==> src/design/ffba_pkg.sv <==
// ----------------------------------------------------------------------------
// ffba_pkg
// Shared types, sizes and codes of the first-fit block allocator.
// ----------------------------------------------------------------------------
`timescale 1ns / 1ps

package ffba_pkg;

	localparam int POOL_BYTES   = 4096;
	localparam int HEADER_BYTES = 8;

	localparam int IDX_W  = $clog2(POOL_BYTES);
	localparam int SPAN_W = IDX_W + 1;
	localparam int REQ_W  = 13;
	localparam int SIZE_W = 13;
	localparam int CW     = ((SPAN_W > REQ_W) ? SPAN_W : REQ_W) + 1;
	localparam int ADDR_W = 32;
	localparam int STAT_W = 2;
	localparam int DATA_W = 32;
	localparam int APB_AW = 3;

	localparam int SIZE_RESET = 4096;

	// block marks
	localparam int MARK_W         = 2;
	localparam int MARK_START_BIT = 0;
	localparam int MARK_FREE_BIT  = 1;
	localparam logic [MARK_W-1:0] MK_NONE = 2'b00;
	localparam logic [MARK_W-1:0] MK_USED = 2'b01;
	localparam logic [MARK_W-1:0] MK_FREE = 2'b11;

	localparam logic OP_ALLOC = 1'b0;
	localparam logic OP_FREE  = 1'b1;

	localparam logic [STAT_W-1:0] ST_DONE      = 2'd0;
	localparam logic [STAT_W-1:0] ST_NO_FIT    = 2'd1;
	localparam logic [STAT_W-1:0] ST_NOT_FOUND = 2'd2;

	localparam logic REG_BASE = 1'b0;
	localparam logic REG_SIZE = 1'b1;

	// datapath commands
	localparam int CMD_W = 4;
	localparam logic [CMD_W-1:0] CMD_NOP     = 4'd0;
	localparam logic [CMD_W-1:0] CMD_CLEAR   = 4'd1;
	localparam logic [CMD_W-1:0] CMD_LOAD    = 4'd2;
	localparam logic [CMD_W-1:0] CMD_A_SCAN  = 4'd3;
	localparam logic [CMD_W-1:0] CMD_A_SPLIT = 4'd4;
	localparam logic [CMD_W-1:0] CMD_A_MARK  = 4'd5;
	localparam logic [CMD_W-1:0] CMD_F_CHK   = 4'd6;
	localparam logic [CMD_W-1:0] CMD_F_FWD   = 4'd7;
	localparam logic [CMD_W-1:0] CMD_F_BWD   = 4'd8;

	typedef struct packed {
		logic              op;
		logic [REQ_W-1:0]  req_size;
		logic [ADDR_W-1:0] address;
	} ffba_in_t;

	typedef struct packed {
		logic [ADDR_W-1:0] result_address;
		logic [STAT_W-1:0] status;
	} ffba_out_t;

	typedef struct packed {
		logic [CMD_W-1:0] act;
		logic             out_load;
	} ffba_cmd_t;

	typedef struct packed {
		logic clear_last;
		logic found;
		logic fail;
		logic bad;
		logic fwd_stop;
		logic off_zero;
		logic bwd_done;
	} ffba_sts_t;

endpackage

==> src/design/ffba_ctrl.sv <==
// ----------------------------------------------------------------------------
// ffba_ctrl
// Sequencer of the allocator: clearing pass, allocate walk, free and merge.
// ----------------------------------------------------------------------------
`timescale 1ns / 1ps

module ffba_ctrl (
	input  logic                clk,
	input  logic                arst_n,
	input  logic                in_valid,
	output logic                in_ready,
	input  logic                in_op,
	output logic                out_valid,
	input  logic                out_ready,
	input  logic                size_wr,
	input  ffba_pkg::ffba_sts_t sts,
	output ffba_pkg::ffba_cmd_t cmd
);
	import ffba_pkg::*;

	localparam logic [3:0] S_CLEAR   = 4'd0;
	localparam logic [3:0] S_IDLE    = 4'd1;
	localparam logic [3:0] S_A_SCAN  = 4'd2;
	localparam logic [3:0] S_A_SPLIT = 4'd3;
	localparam logic [3:0] S_A_MARK  = 4'd4;
	localparam logic [3:0] S_F_CHK   = 4'd5;
	localparam logic [3:0] S_F_FWD   = 4'd6;
	localparam logic [3:0] S_F_BWD   = 4'd7;
	localparam logic [3:0] S_FIN     = 4'd8;

	logic [3:0] state_q;
	logic [3:0] state_d;
	logic       out_valid_q;
	logic       slot_free;

	assign slot_free = !out_valid_q || out_ready;
	assign in_ready  = (state_q == S_IDLE);
	assign out_valid = out_valid_q;

	always_comb begin
		state_d      = state_q;
		cmd.act      = CMD_NOP;
		cmd.out_load = 1'b0;
		case (state_q)
			S_CLEAR: begin
				cmd.act = CMD_CLEAR;
				if (sts.clear_last) begin
					state_d = S_IDLE;
				end
			end
			S_IDLE: begin
				if (in_valid) begin
					cmd.act = CMD_LOAD;
					state_d = (in_op == OP_FREE) ? S_F_CHK : S_A_SCAN;
				end
			end
			S_A_SCAN: begin
				cmd.act = CMD_A_SCAN;
				if (sts.found) begin
					state_d = S_A_SPLIT;
				end else if (sts.fail) begin
					state_d = S_FIN;
				end
			end
			S_A_SPLIT: begin
				cmd.act = CMD_A_SPLIT;
				state_d = S_A_MARK;
			end
			S_A_MARK: begin
				cmd.act = CMD_A_MARK;
				state_d = S_FIN;
			end
			S_F_CHK: begin
				cmd.act = CMD_F_CHK;
				state_d = sts.bad ? S_FIN : S_F_FWD;
			end
			S_F_FWD: begin
				cmd.act = CMD_F_FWD;
				if (sts.fwd_stop) begin
					state_d = sts.off_zero ? S_FIN : S_F_BWD;
				end
			end
			S_F_BWD: begin
				cmd.act = CMD_F_BWD;
				if (sts.bwd_done) begin
					state_d = S_FIN;
				end
			end
			S_FIN: begin
				if (slot_free) begin
					cmd.out_load = 1'b1;
					state_d      = S_IDLE;
				end
			end
			default: begin
				state_d = S_CLEAR;
			end
		endcase
		if (size_wr) begin
			state_d = S_CLEAR;
		end
	end

	always_ff @(posedge clk or negedge arst_n) begin
		if (!arst_n) begin
			state_q     <= S_CLEAR;
			out_valid_q <= 1'b0;
		end else begin
			state_q <= state_d;
			if (cmd.out_load) begin
				out_valid_q <= 1'b1;
			end else if (out_ready) begin
				out_valid_q <= 1'b0;
			end
		end
	end

endmodule

==> config.mk <==
export PLATFORM = sky130hd
export DESIGN_NAME = ffba_ctrl
export DESIGN_NICKNAME = d
export VERILOG_FILES = /design/src/design/ffba_pkg.sv /design/src/design/ffba_ctrl.sv
export SDC_FILE = /design/constraint.sdc
export NUM_CORES = 1
export LEC_CHECK = 0
export BUFFER_PORTS_ARGS = -buffer_cell sky130_fd_sc_hd__buf_2
export CORE_MARGIN = 2
export CORE_UTILIZATION = 35
export CTS_BUF_LIST = sky130_fd_sc_hd__clkbuf_4 sky130_fd_sc_hd__clkbuf_8
export CTS_CLUSTER_DIAMETER = 80
export DETAILED_ROUTE_END_ITERATION = 10
export PLACE_DENSITY_LB_ADDON = 0.1
export SKIP_CTS_REPAIR_TIMING = 1
export SYNTH_ARGS = -nofsm -noshare
export SYNTH_HDL_FRONTEND = slang
export SYNTH_SLANG_ARGS = --single-unit
==> constraint.sdc <==
create_clock -name clk -period 2 [get_ports clk]
set_input_delay 0.2 -clock clk [delete_from_list [all_inputs] [get_ports clk]]
set_output_delay 0.2 -clock clk [all_outputs]
set_load 0.1 [all_outputs]
==> run summary, run 1 <==
Setup repair after global routing left no endpoint under its margin. Dividing total power by cell area gives a power density of 1500 nW/um2. The first routing iteration left 13 violations. In this run the worst setup path terminates at cmd[2]. Using the TritonRoute via totals, the vias-per-cell ratio works out to 5.071. For the starting utilization of the core area, the log shows 37.50%.

The first global-routing pass estimated 1.752 mm of wire. The path class of the tightest hold or removal check is in -> reg. The number of buffers and inverters on the critical path works out to 1. For the reported max-cap violation count, the log shows 0. The run gives 0 as the number of endpoints failing setup at the final stage. The startpoint-to-endpoint class of the critical path is reg -> out. Along the worst path, the maximum fanout reaches 15. Tracing the worst setup path back leads to its startpoint at state_q[1]. The worst register-to-register path begins at state_q[1].

The clock period could shrink to 1.824 ns. Sequential cells account for 18.5% of the total power. The detailed-router iteration count before antenna repair came out at 4. The tools report the launch point of the worst hold path as size_wr. The largest net degree at the start of global routing is 16. After clock tree synthesis, the clock-pin slew on the worst setup and hold paths is 0.04 ns. In this run switching power makes up 58.18% of total power. The total area inside the core boundary comes to 1301 um2. Internal power comes to 0.4292 mW. For this run, the total global-route usage over all layers was measured as 16.85%. Area of all placed cells without fillers: 684.4 um2. The critical path crosses 4 cells after its start point. For the worst setup path, the data required time is 1.80 ns.

Synthesis produced a netlist whose cell count is 61. Clock latency on the worst-skew pair, taken at its later pin, is 0.24 ns. In this run the count of I/O pins placed on the die edge is 20. The hold violation total from the final report is 0, and the number of cell instances on the worst register-to-register path is 4.

The clock passes through at most 2 buffers. The area growth from synthesis to layout is 40.26%. Across the VDD grid, the largest voltage drop is 0.7359 mV. The setup slack after placement came out at 0.3389 ns.

The number of synthesized register bits came out at 5. The run finished with clean final reports. The end-of-flow core utilization was 52.60%; the average size of a mapped cell was 7.999 um2. Port buffering added 19 buffers.

Summing all placed instances gives a cell area of 644.4 um2. Clock tree synthesis selected as its root buffer the cell sky130_fd_sc_hd__clkbuf_4. The total congestion overflow after global routing came out at 0. The height of the chip came out at 41.34 um. The tools report the number of max-slew violations in the final report as 0. The tools report the overall die area as 1709 um2. The highest achievable clock rate is 0.5482 GHz. Clock buffer count from CTS: 3. The delay contributed by the slowest stage of the critical path came out at 0.51 ns.

The tools report the initial antenna violation count as 0. The HPWL reported at the end of detailed placement is 931.2 um. For this design the total switching power over the nets is 0.5971 mW. The post-route netlist has 42.17% of its cells at a drive strength greater than 1. In this run the register-to-register setup slack is 0.32 ns. The top cell types in the final layout, fill and taps aside, are 17 x sky130_fd_sc_hd__buf_2, 5 x sky130_fd_sc_hd__nand2_1, 5 x sky130_fd_sc_hd__dfrtp_1.

The worst-case hold slack was 0.2072 ns. The critical path goes through nand2b_1 -> o21bai_1 -> a21oi_2 -> buf_12. For the worst-case headroom to the max-slew limit, the log shows 68.01%. During synthesis, Yosys emitted a total of 0 warnings.

Number of antenna repair diodes: 0. The total chip power is 1.026 mW. After the last flow step, the layout net total stands at 97. The number of rows in the core area came out at 13.

The tools report the number of nets still failing antenna checks after routing as 0. TritonCTS built the clock tree. For this run, the register share of the synthesized area comes to 25.64%. The clock net sink count is 5, and the least setup slack across all paths after layout is 0.1757 ns. Die width: 41.34 um.

The worst register-to-register path ends at state_q[1]. The detailed-route wire length per cell works out to 12.06 um. The worst path uses 91.21% of the clock period. The count of vias placed by the detailed router is 497, and the global placement routability congestion is 0.7074. The logs give 1 for the CTS H-tree depth and 395 for the via count of the first global-routing pass.

The area of the mapped netlist was 488.0 um2. The distinct cell type count of the synthesized netlist is 28. The most common library cell in the layout ignoring fill and taps is sky130_fd_sc_hd__buf_2. The master of the slowest instance on the critical path was sky130_fd_sc_hd__dfrtp_1. Among cell families on the critical path, the largest total delay comes from flip-flops.

The category of the worst setup path launch point is a flip-flop. Post-synth net total: 74. Combinational logic burns 68.7% of the power. Residual DRC count: 0.

The clock arrives with 0.001190 ns of skew. Summed over all layers, the routed wires come to 1.182 mm. The worst setup path is captured at an output port. In this run the static leakage power is 0.3356 nW. For the data arrival time of the critical path, the log shows 1.62 ns. The pin slew with the least headroom to its limit came out at 0.4832 ns. The run gives 12.7% as the part of the power in the clock network.
-- cells by family after synthesis --
logic type | count (synthesis) | synth area share (%)
buffers and inverters | 6 | 6.923
XOR/XNOR | 1 | 1.795
AO/OA/AOI/OAI | 13 | 16.92
AND/OR/NAND/NOR | 34 | 44.62
flip-flops | 5 | 25.64
multiplexers | 2 | 4.103
-- stage by stage --
step | instances | setup TNS, ns
finish | 98 | 0
global route | 98 | 0
CTS | 97 | 0
detailed placement | 93 | 0
global placement | 93 | 0
floorplan | 61 | -0.1094
-- power groups by stage --
stage	logic, mW	clock network, mW	registers, mW
finish	0.705	0.131	0.190
global route	0.742	0.143	0.200
CTS	0.708	0.135	0.190
detailed placement	0.706	0	0.191
global placement	0.708	0	0.187
floorplan	0.597	0	0.170
-- registers in the layout, summed over array words and instances, names as in the netlist --
signal,flops
out_valid,1
state_q,4
-- area by class of cell --
cell class / instances / area, um2
sequential: 5 / 125.1
timing repair buffer: 22 / 150.1
tap: 15 / 18.77
inverter: 2 / 7.507
fill: 135 / 616.8
clock buffer: 4 / 30.03
multi-input combinational: 50 / 352.8
-- cells in the mapped netlist --
cell type,n,share of area (%)
sky130_fd_sc_hd__o22ai_1,2,2.6
sky130_fd_sc_hd__o21ai_0,2,2.1
sky130_fd_sc_hd__nand3b_4,1,4.1
sky130_fd_sc_hd__or4b_1,1,2.1
sky130_fd_sc_hd__buf_2,3,3.1
sky130_fd_sc_hd__xnor2_1,1,1.8
sky130_fd_sc_hd__nand3b_1,1,1.5
sky130_fd_sc_hd__o31ai_1,1,1.5
sky130_fd_sc_hd__nand4_2,1,2.6
sky130_fd_sc_hd__o21bai_1,1,1.5
sky130_fd_sc_hd__nand2_1,5,3.8
sky130_fd_sc_hd__a211oi_1,1,1.5
sky130_fd_sc_hd__nor3_1,5,5.1
sky130_fd_sc_hd__and3b_1,2,3.6
sky130_fd_sc_hd__nor2_1,6,4.6
sky130_fd_sc_hd__a21oi_1,2,2.1
sky130_fd_sc_hd__or3b_1,2,3.6
sky130_fd_sc_hd__nand2b_1,4,5.1
sky130_fd_sc_hd__nor2b_1,3,3.8
sky130_fd_sc_hd__inv_1,2,1.5
sky130_fd_sc_hd__dfrtp_1,5,26
sky130_fd_sc_hd__mux2i_1,2,4.1
sky130_fd_sc_hd__o21ai_1,3,3.1
sky130_fd_sc_hd__o211ai_2,1,2.6
sky130_fd_sc_hd__buf_6,1,2.3
sky130_fd_sc_hd__and3_4,1,2.3
sky130_fd_sc_hd__nand3_1,1,1.0
sky130_fd_sc_hd__nor4_1,1,1.3
-- how the worst min path moves through the flow --
stage                  to  cells after the start  slack, ns
6_report       state_q[0]                      2       0.21
5_1_grt        state_q[0]                      2       0.23
2_1_floorplan   out_valid                      0       -0.1
4_1_cts        state_q[2]                      1      -0.24
3_5_place_dp   state_q[2]                      1       0.02
3_3_place_gp   state_q[3]                      1       0.02
-- routing by layer --
layer  up-vias  GRT usage (%)  part of all wire [%]
met5         -              0                     0
met1       216          22.70                    51
met4         0          12.10                   2.7
met3         4          4.787                   5.2
li1        263              -                     -
met2        14          22.66                    42
Power figures use the tool's default switching activity.
==> run 2, diff against run 1 <==
- CORE_MARGIN: 2 -> unset
==> run summary, run 2 (synthesis results as in run 1) <==
Commonest cells after routing, fill and taps aside: 17 x sky130_fd_sc_hd__buf_2, 5 x sky130_fd_sc_hd__nand2_1, 5 x sky130_fd_sc_hd__dfrtp_1 (unchanged). The startpoint of the worst-slack reg-to-reg timing path was state_q[1] (unchanged). For the CTS H-tree depth, the log shows 1 (unchanged). The logs give 0 (unchanged) for the number of antenna repair diodes and 0 (unchanged) for the hold violation total from the final report. The number of endpoints failing setup at the final stage was 0 (unchanged); the data arrival time of the critical path was 1.63 ns (was 1.62 ns). The number of nets in the layout is 97 (unchanged), and the initial antenna violation count is 0 (unchanged). The detailed-routed wire length on met2 was 503 um (was 491 um). First-pass GRT wire length: 1.821 mm (was 1.752 mm). The flip-flop count of the largest register after layout came out at 4 (unchanged). The endpoint kind of the worst setup timing path is an output port (unchanged). The tools report the insertion delay of the later-clocked pin in the worst-skew pair as 0.24 ns (about the same). Worst min-delay path class: in -> reg (unchanged).

The startpoint of the worst setup timing path was state_q[1] (unchanged). The run finished with clean final reports. The reported leakage power came out at 0.3356 nW (unchanged). The logs give 0.003415 ns (was 0.001190 ns) for the clock skew after layout and 0 (unchanged) for the total congestion overflow after global routing.

For the setup TNS, the log shows 0 ns (unchanged). Startpoint-to-endpoint class of the critical path: reg -> out (unchanged). The number of buffers on the longest clock path is 2 (unchanged). Category of the worst setup path launch point: a flip-flop (unchanged).

The mean number of vias per cell was 5.143 (was 5.071); the starting utilization of the core area was 37.50% (unchanged). For the highest achievable clock rate, the log shows 0.5450 GHz (was 0.5482 GHz). Setup repair after global routing left no endpoint under its margin.

The run gives 4 (unchanged) as the detailed-router iteration count before antenna repair. The largest net degree at the start of global routing is 16 (unchanged), and the cell count after placement is 93 (unchanged). The least setup slack across all paths after layout is 0.1653 ns (was 0.1757 ns).

The fraction of layout instances using a drive strength above 1 came out at 42.17% (unchanged). The run gives 1.155 mm (was 1.182 mm) as the detailed-route wire length. The run gives 1.80 ns (about the same) as the data required time at the worst endpoint. The launch point of the worst hold path was size_wr (unchanged).

The routed length on met1 is 565 um (was 597 um), and the clock-pin slew reported for the worst setup and hold paths after clock tree synthesis is 0.04 ns (about the same). The most common library cell in the layout ignoring fill and taps was sky130_fd_sc_hd__buf_2 (unchanged). The clock period minus final worst setup slack came out at 1.835 ns (was 1.824 ns).

The clock buffer count from CTS was 3 (unchanged); the combined global-route utilization of all metal layers was 18.07% (was 16.85%). The height of the chip is 39.34 um (was 41.34 um). The clock root buffer master was sky130_fd_sc_hd__clkbuf_4 (unchanged). The tools report the HPWL reported at the end of detailed placement as 902.4 um (was 931.2 um).

The power density over cell area came out at 1494 nW/um2 (was 1500 nW/um2). The highest fanout seen on the critical path was 15 (unchanged). Clock net sink count: 5 (unchanged). The number of nets still failing antenna checks after routing was 0 (unchanged).

The logs give 1301 um2 (unchanged) for the placeable core region and 70 um (was 61 um) for the amount of wire on met3 after detailed routing. For the reported max-cap violation count, the log shows 0 (unchanged). The ratio of final minimum period to clock period is 91.74% (was 91.21%). The worst-case headroom to the max-slew limit is 67.94% (was 68.01%). The residual DRC count is 0 (unchanged), and the count of vias placed by the detailed router is 504 (was 497).

The pin slew with the least headroom to its limit is 0.4843 ns (was 0.4832 ns), and the number of buffer cells added on primary ports is 19 (unchanged). The count of non-filler cells in the finished layout was 98 (unchanged); the die width was 39.34 um (was 41.34 um). The setup slack after placement is 0.3278 ns (was 0.3389 ns). The run gives 0 (unchanged) as the number of max-slew violations in the final report. Top routing layer in use: met4 (unchanged).

The number of rows in the core area is 13 (unchanged). The maximum resistive drop on vdd was 0.6873 mV (was 0.7359 mV). Register with the most flip-flops: state_q (unchanged). The run gives 1548 um2 (was 1709 um2) as the overall die area.

The logs give 20 (unchanged) for the number of primary I/O pins and 408 (was 395) for the via count of the first global-routing pass. The synthesis-to-finish area growth is 40.26% (unchanged), and the total chip power is 1.022 mW (was 1.026 mW). The tools report the violation count after the first detailed-route iteration as 35 (was 13).

TritonCTS built the clock tree. Global placement routability congestion: 0.7332 (was 0.7074). Detailed-route wire length per cell: 11.79 um (was 12.06 um).
-- run 2: cell counts in the layout (fill, tap and decap cells not counted) --
Identical to the previous run, type by type.
-- run 2: area by class of cell --
class                      count  area, um2
inverter                       2      7.507
sequential                     5      125.1
tap                           15      18.77
clock buffer                   4      30.03
multi-input combinational     50      352.8
fill                         130      616.8
timing repair buffer          22      150.1
-- run 2: power breakdown --
| group | internal, mW | switching, mW | leakage [nW] |
|---|---|---|---|
| combinational | 0.214 | 0.490 | 0.249 |
| clock | 0.0888 | 0.0388 | 0.0184 |
| sequential | 0.126 | 0.0641 | 0.0679 |
-- run 2: per-stage QoR --
stage                     cell area, um2  hold WS (ns)  utilization (%)
after floorplan                    511.7      -0.09559                -
after global placement             644.4       0.01851            49.52
after detailed placement           644.4       0.02000            49.52
after CTS                          674.4       -0.2409            51.83
after global routing               684.4        0.2075            52.60
final                              684.4        0.2067            52.60
-- run 2: path summary, 6_finish.rpt --
| check | to | slack, ns | cells past startpoint |
|---|---|---|---|
| worst max-delay path | cmd[2] | 0.17 | 4 |
| worst min-delay path | state_q[0] | 0.21 | 2 |
| worst max register to register | state_q[2] | 0.33 | 4 |
| worst min register to register | state_q[2] | 0.70 | 2 |
| max in group asynchronous | state_q[1] | 1.56 | 2 |
| min in group asynchronous | state_q[0] | 0.30 | 2 |
-- run 2: critical path: stages, from the launching register on --
cell                       delay (ns)
sky130_fd_sc_hd__dfrtp_1         0.51
sky130_fd_sc_hd__nand2b_1        0.27
sky130_fd_sc_hd__o21bai_1        0.20
sky130_fd_sc_hd__a21oi_2         0.21
sky130_fd_sc_hd__buf_12          0.20
-- run 2: per-layer routing --
layer	up-vias	global-route usage [%]
li1	263	-
met2	17	25.00
met4	0	10.34
met1	222	24.57
met5	-	0
met3	2	5.114
==> run 3, diff against run 2 <==
- CORE_AREA: unset -> 2 2 39 41
- CORE_UTILIZATION: 35 -> unset
- DIE_AREA: unset -> 0 0 41 43
==> run summary, run 3 (synthesis results as in run 1) <==
The flow ran to the end, and the final reports show no timing, DRC or antenna violations. The total congestion overflow after global routing was 0 (unchanged); the number of buffer cells added on primary ports was 19 (unchanged). The cell count after placement was 93 (unchanged); the ratio of final minimum period to clock period was 93.72% (was 91.74%). For the placeable core region, the log shows 1384 um2 (was 1301 um2). The detailed-route wire length came out at 1.110 mm (was 1.155 mm).

The run gives 35.26% (was 37.50%) as the starting utilization of the core area. The die width came out at 41 um (was 39.34 um). The detailed-router iteration count before antenna repair is 4 (unchanged).

Flip-flop count of the largest register after layout: 4 (unchanged). The reported max-cap violation count was 0 (unchanged). The run gives 0.8592 mV (was 0.6873 mV) as the maximum resistive drop on vdd. The tools report the clock root buffer master as sky130_fd_sc_hd__clkbuf_4 (unchanged).

The fraction of layout instances using a drive strength above 1 works out to 41.46% (was 42.17%). The category of the worst setup path launch point is a flip-flop (unchanged). The reported leakage power is 0.3302 nW (was 0.3356 nW), and the initial antenna violation count is 0 (unchanged).

Highest fanout seen on the critical path: 15 (unchanged). Power density over cell area: 1497 nW/um2 (was 1494 nW/um2). The CTS H-tree depth is 1 (unchanged), and the number of buffers on the longest clock path is 2 (unchanged). The count of non-filler cells in the finished layout came out at 98 (unchanged).

The number of filler instances in the final layout is 132 (was 130). The detailed-route wire length per cell is 11.33 um (was 11.79 um), and the via count of the first global-routing pass is 429 (was 408). The combined global-route utilization of all metal layers was 15.02% (was 18.07%). The worst-case headroom to the max-slew limit was 67.98% (was 67.94%); the height of the chip was 43 um (was 39.34 um). The first-pass GRT wire length came out at 1.814 mm (was 1.821 mm). Commonest cells after routing, fill and taps aside: 17 x sky130_fd_sc_hd__buf_2, 5 x sky130_fd_sc_hd__nand2_1, 5 x sky130_fd_sc_hd__dfrtp_1 (unchanged).

Largest net degree at the start of global routing: 16 (unchanged). Startpoint-to-endpoint class of the critical path: reg -> out (unchanged). Setup repair after global routing left no endpoint under its margin. TritonCTS built the clock tree. The number of antenna repair diodes was 0 (unchanged); the number of rows in the core area was 14 (was 13). The logs give 352.8 um2 (unchanged) for the area used by multi-input combinational logic and 1.80 ns (about the same) for the data required time at the worst endpoint.

Number of primary I/O pins: 20 (unchanged). The clock skew after layout is 0.007482 ns (was 0.003415 ns). The number of nets still failing antenna checks after routing was 0 (unchanged); the area of all sequential standard cells was 125.1 um2 (unchanged). For the end-of-flow core utilization, the log shows 49.01% (was 52.60%).

For the met3 usage, the log shows 6.283% (was 5.114%). Register with the most flip-flops: state_q (unchanged). The master of the slowest instance on the critical path was sky130_fd_sc_hd__dfrtp_1 (unchanged). The mean number of vias per cell came out at 5.194 (was 5.143). The endpoint kind of the worst setup timing path is an output port (unchanged). The highest achievable clock rate came out at 0.5335 GHz (was 0.5450 GHz). The run gives 1.67 ns (was 1.63 ns) as the data arrival time of the critical path. The logs give 11 (was 35) for the violation count after the first detailed-route iteration and 0 (unchanged) for the residual DRC count.

The number of max-slew violations in the final report is 0 (unchanged). Delay contributed by the slowest stage of the critical path: 0.60 ns (was 0.51 ns). The run gives 3 (unchanged) as the clock buffer count from CTS. The worst-case hold slack is 0.2194 ns (was 0.2067 ns). The busiest metal layer after global routing was met1 (was met2). The setup TNS is 0 ns (unchanged). The tools report the number of endpoints failing setup at the final stage as 0 (unchanged).

The tools report the count of vias placed by the detailed router as 509 (was 504). Worst min-delay path class: in -> reg (unchanged). The clock net sink count is 5 (unchanged), and the insertion delay of the later-clocked pin in the worst-skew pair is 0.24 ns (about the same). The met1 routing resource usage after global routing is 22.15% (was 24.57%), and the pin slew with the least headroom to its limit is 0.4836 ns (was 0.4843 ns). The synthesis-to-finish area growth was 38.97% (was 40.26%); the HPWL reported at the end of detailed placement was 856.5 um (was 902.4 um).

The clock period minus final worst setup slack is 1.874 ns (was 1.835 ns), and the met2 track demand over resource in global routing is 19.69% (was 25.00%). The most common library cell in the layout ignoring fill and taps is sky130_fd_sc_hd__buf_2 (unchanged). The global placement routability congestion was 0.7598 (was 0.7332); the least setup slack across all paths after layout was 0.1256 ns (was 0.1653 ns). The hold violation total from the final report is 0 (unchanged), and the setup slack after placement is 0.3443 ns (was 0.3278 ns).

The overall die area was 1763 um2 (was 1548 um2). The clock-pin slew reported for the worst setup and hold paths after clock tree synthesis came out at 0.05 ns (was 0.04 ns). The tools report the number of nets in the layout as 96 (was 97). Cells along the critical path: inv_1 -> xnor2_1 -> nor2_2 -> buf_2 (was nand2b_1 -> o21bai_1 -> a21oi_2 -> buf_12).
-- run 3: changes by cell type in the layout (fill, tap and decap cells not counted), sizes merged --
| cell | previous run | this run |
|---|---|---|
| buf | 21 | 20 |
-- run 3: worst max-delay path, delay by kind of cell, from the launching register on --
| family | cells | cell delay, ns |
|---|---|---|
| flops | 1 | 0.60 |
| buf+inv | 2 | 0.59 |
| xor+xnor | 1 | 0.17 |
| simple gates | 1 | 0.07 |
-- run 3: final timing paths --
path	end	slack, ns	depth (start not counted)	startpoint
worst min register to register	state_q[1]	0.72	2	state_q[1]
min in group asynchronous	out_valid	0.30	2	arst_n
max in group asynchronous	state_q[1]	1.56	2	arst_n
worst max-delay path	cmd[3]	0.13	4	state_q[2]
worst min-delay path	state_q[0]	0.22	2	size_wr
worst max register to register	state_q[1]	0.33	4	state_q[1]
-- run 3: metal layers --
metal,routed length (um),up-vias
li1,-,264
met2,487,13
met1,574,232
met4,0,0
met3,48,0
met5,0,-
-- run 3: cell type report --
type / instances / share of cell area [%]
multi-input combinational: 50 / 52.03
tap: 16 / 2.952
timing repair buffer: 21 / 21.03
clock buffer: 4 / 4.428
sequential: 5 / 18.45
inverter: 2 / 1.107
-- run 3: power by group --
| group | switching [mW] | leakage [nW] | internal, mW |
|---|---|---|---|
| Clock | 0.0415 | 0.0184 | 0.0889 |
| Sequential | 0.0676 | 0.0679 | 0.126 |
| Combinational | 0.482 | 0.244 | 0.209 |
-- run 3: stage by stage --
step / area (um2) / total power [mW]
floorplan: 511.7 / 0.7669
global placement: 638.1 / 0.8891
detailed placement: 638.1 / 0.8842
CTS: 668.1 / 1.022
global route: 678.2 / 1.075
finish: 678.2 / 1.015
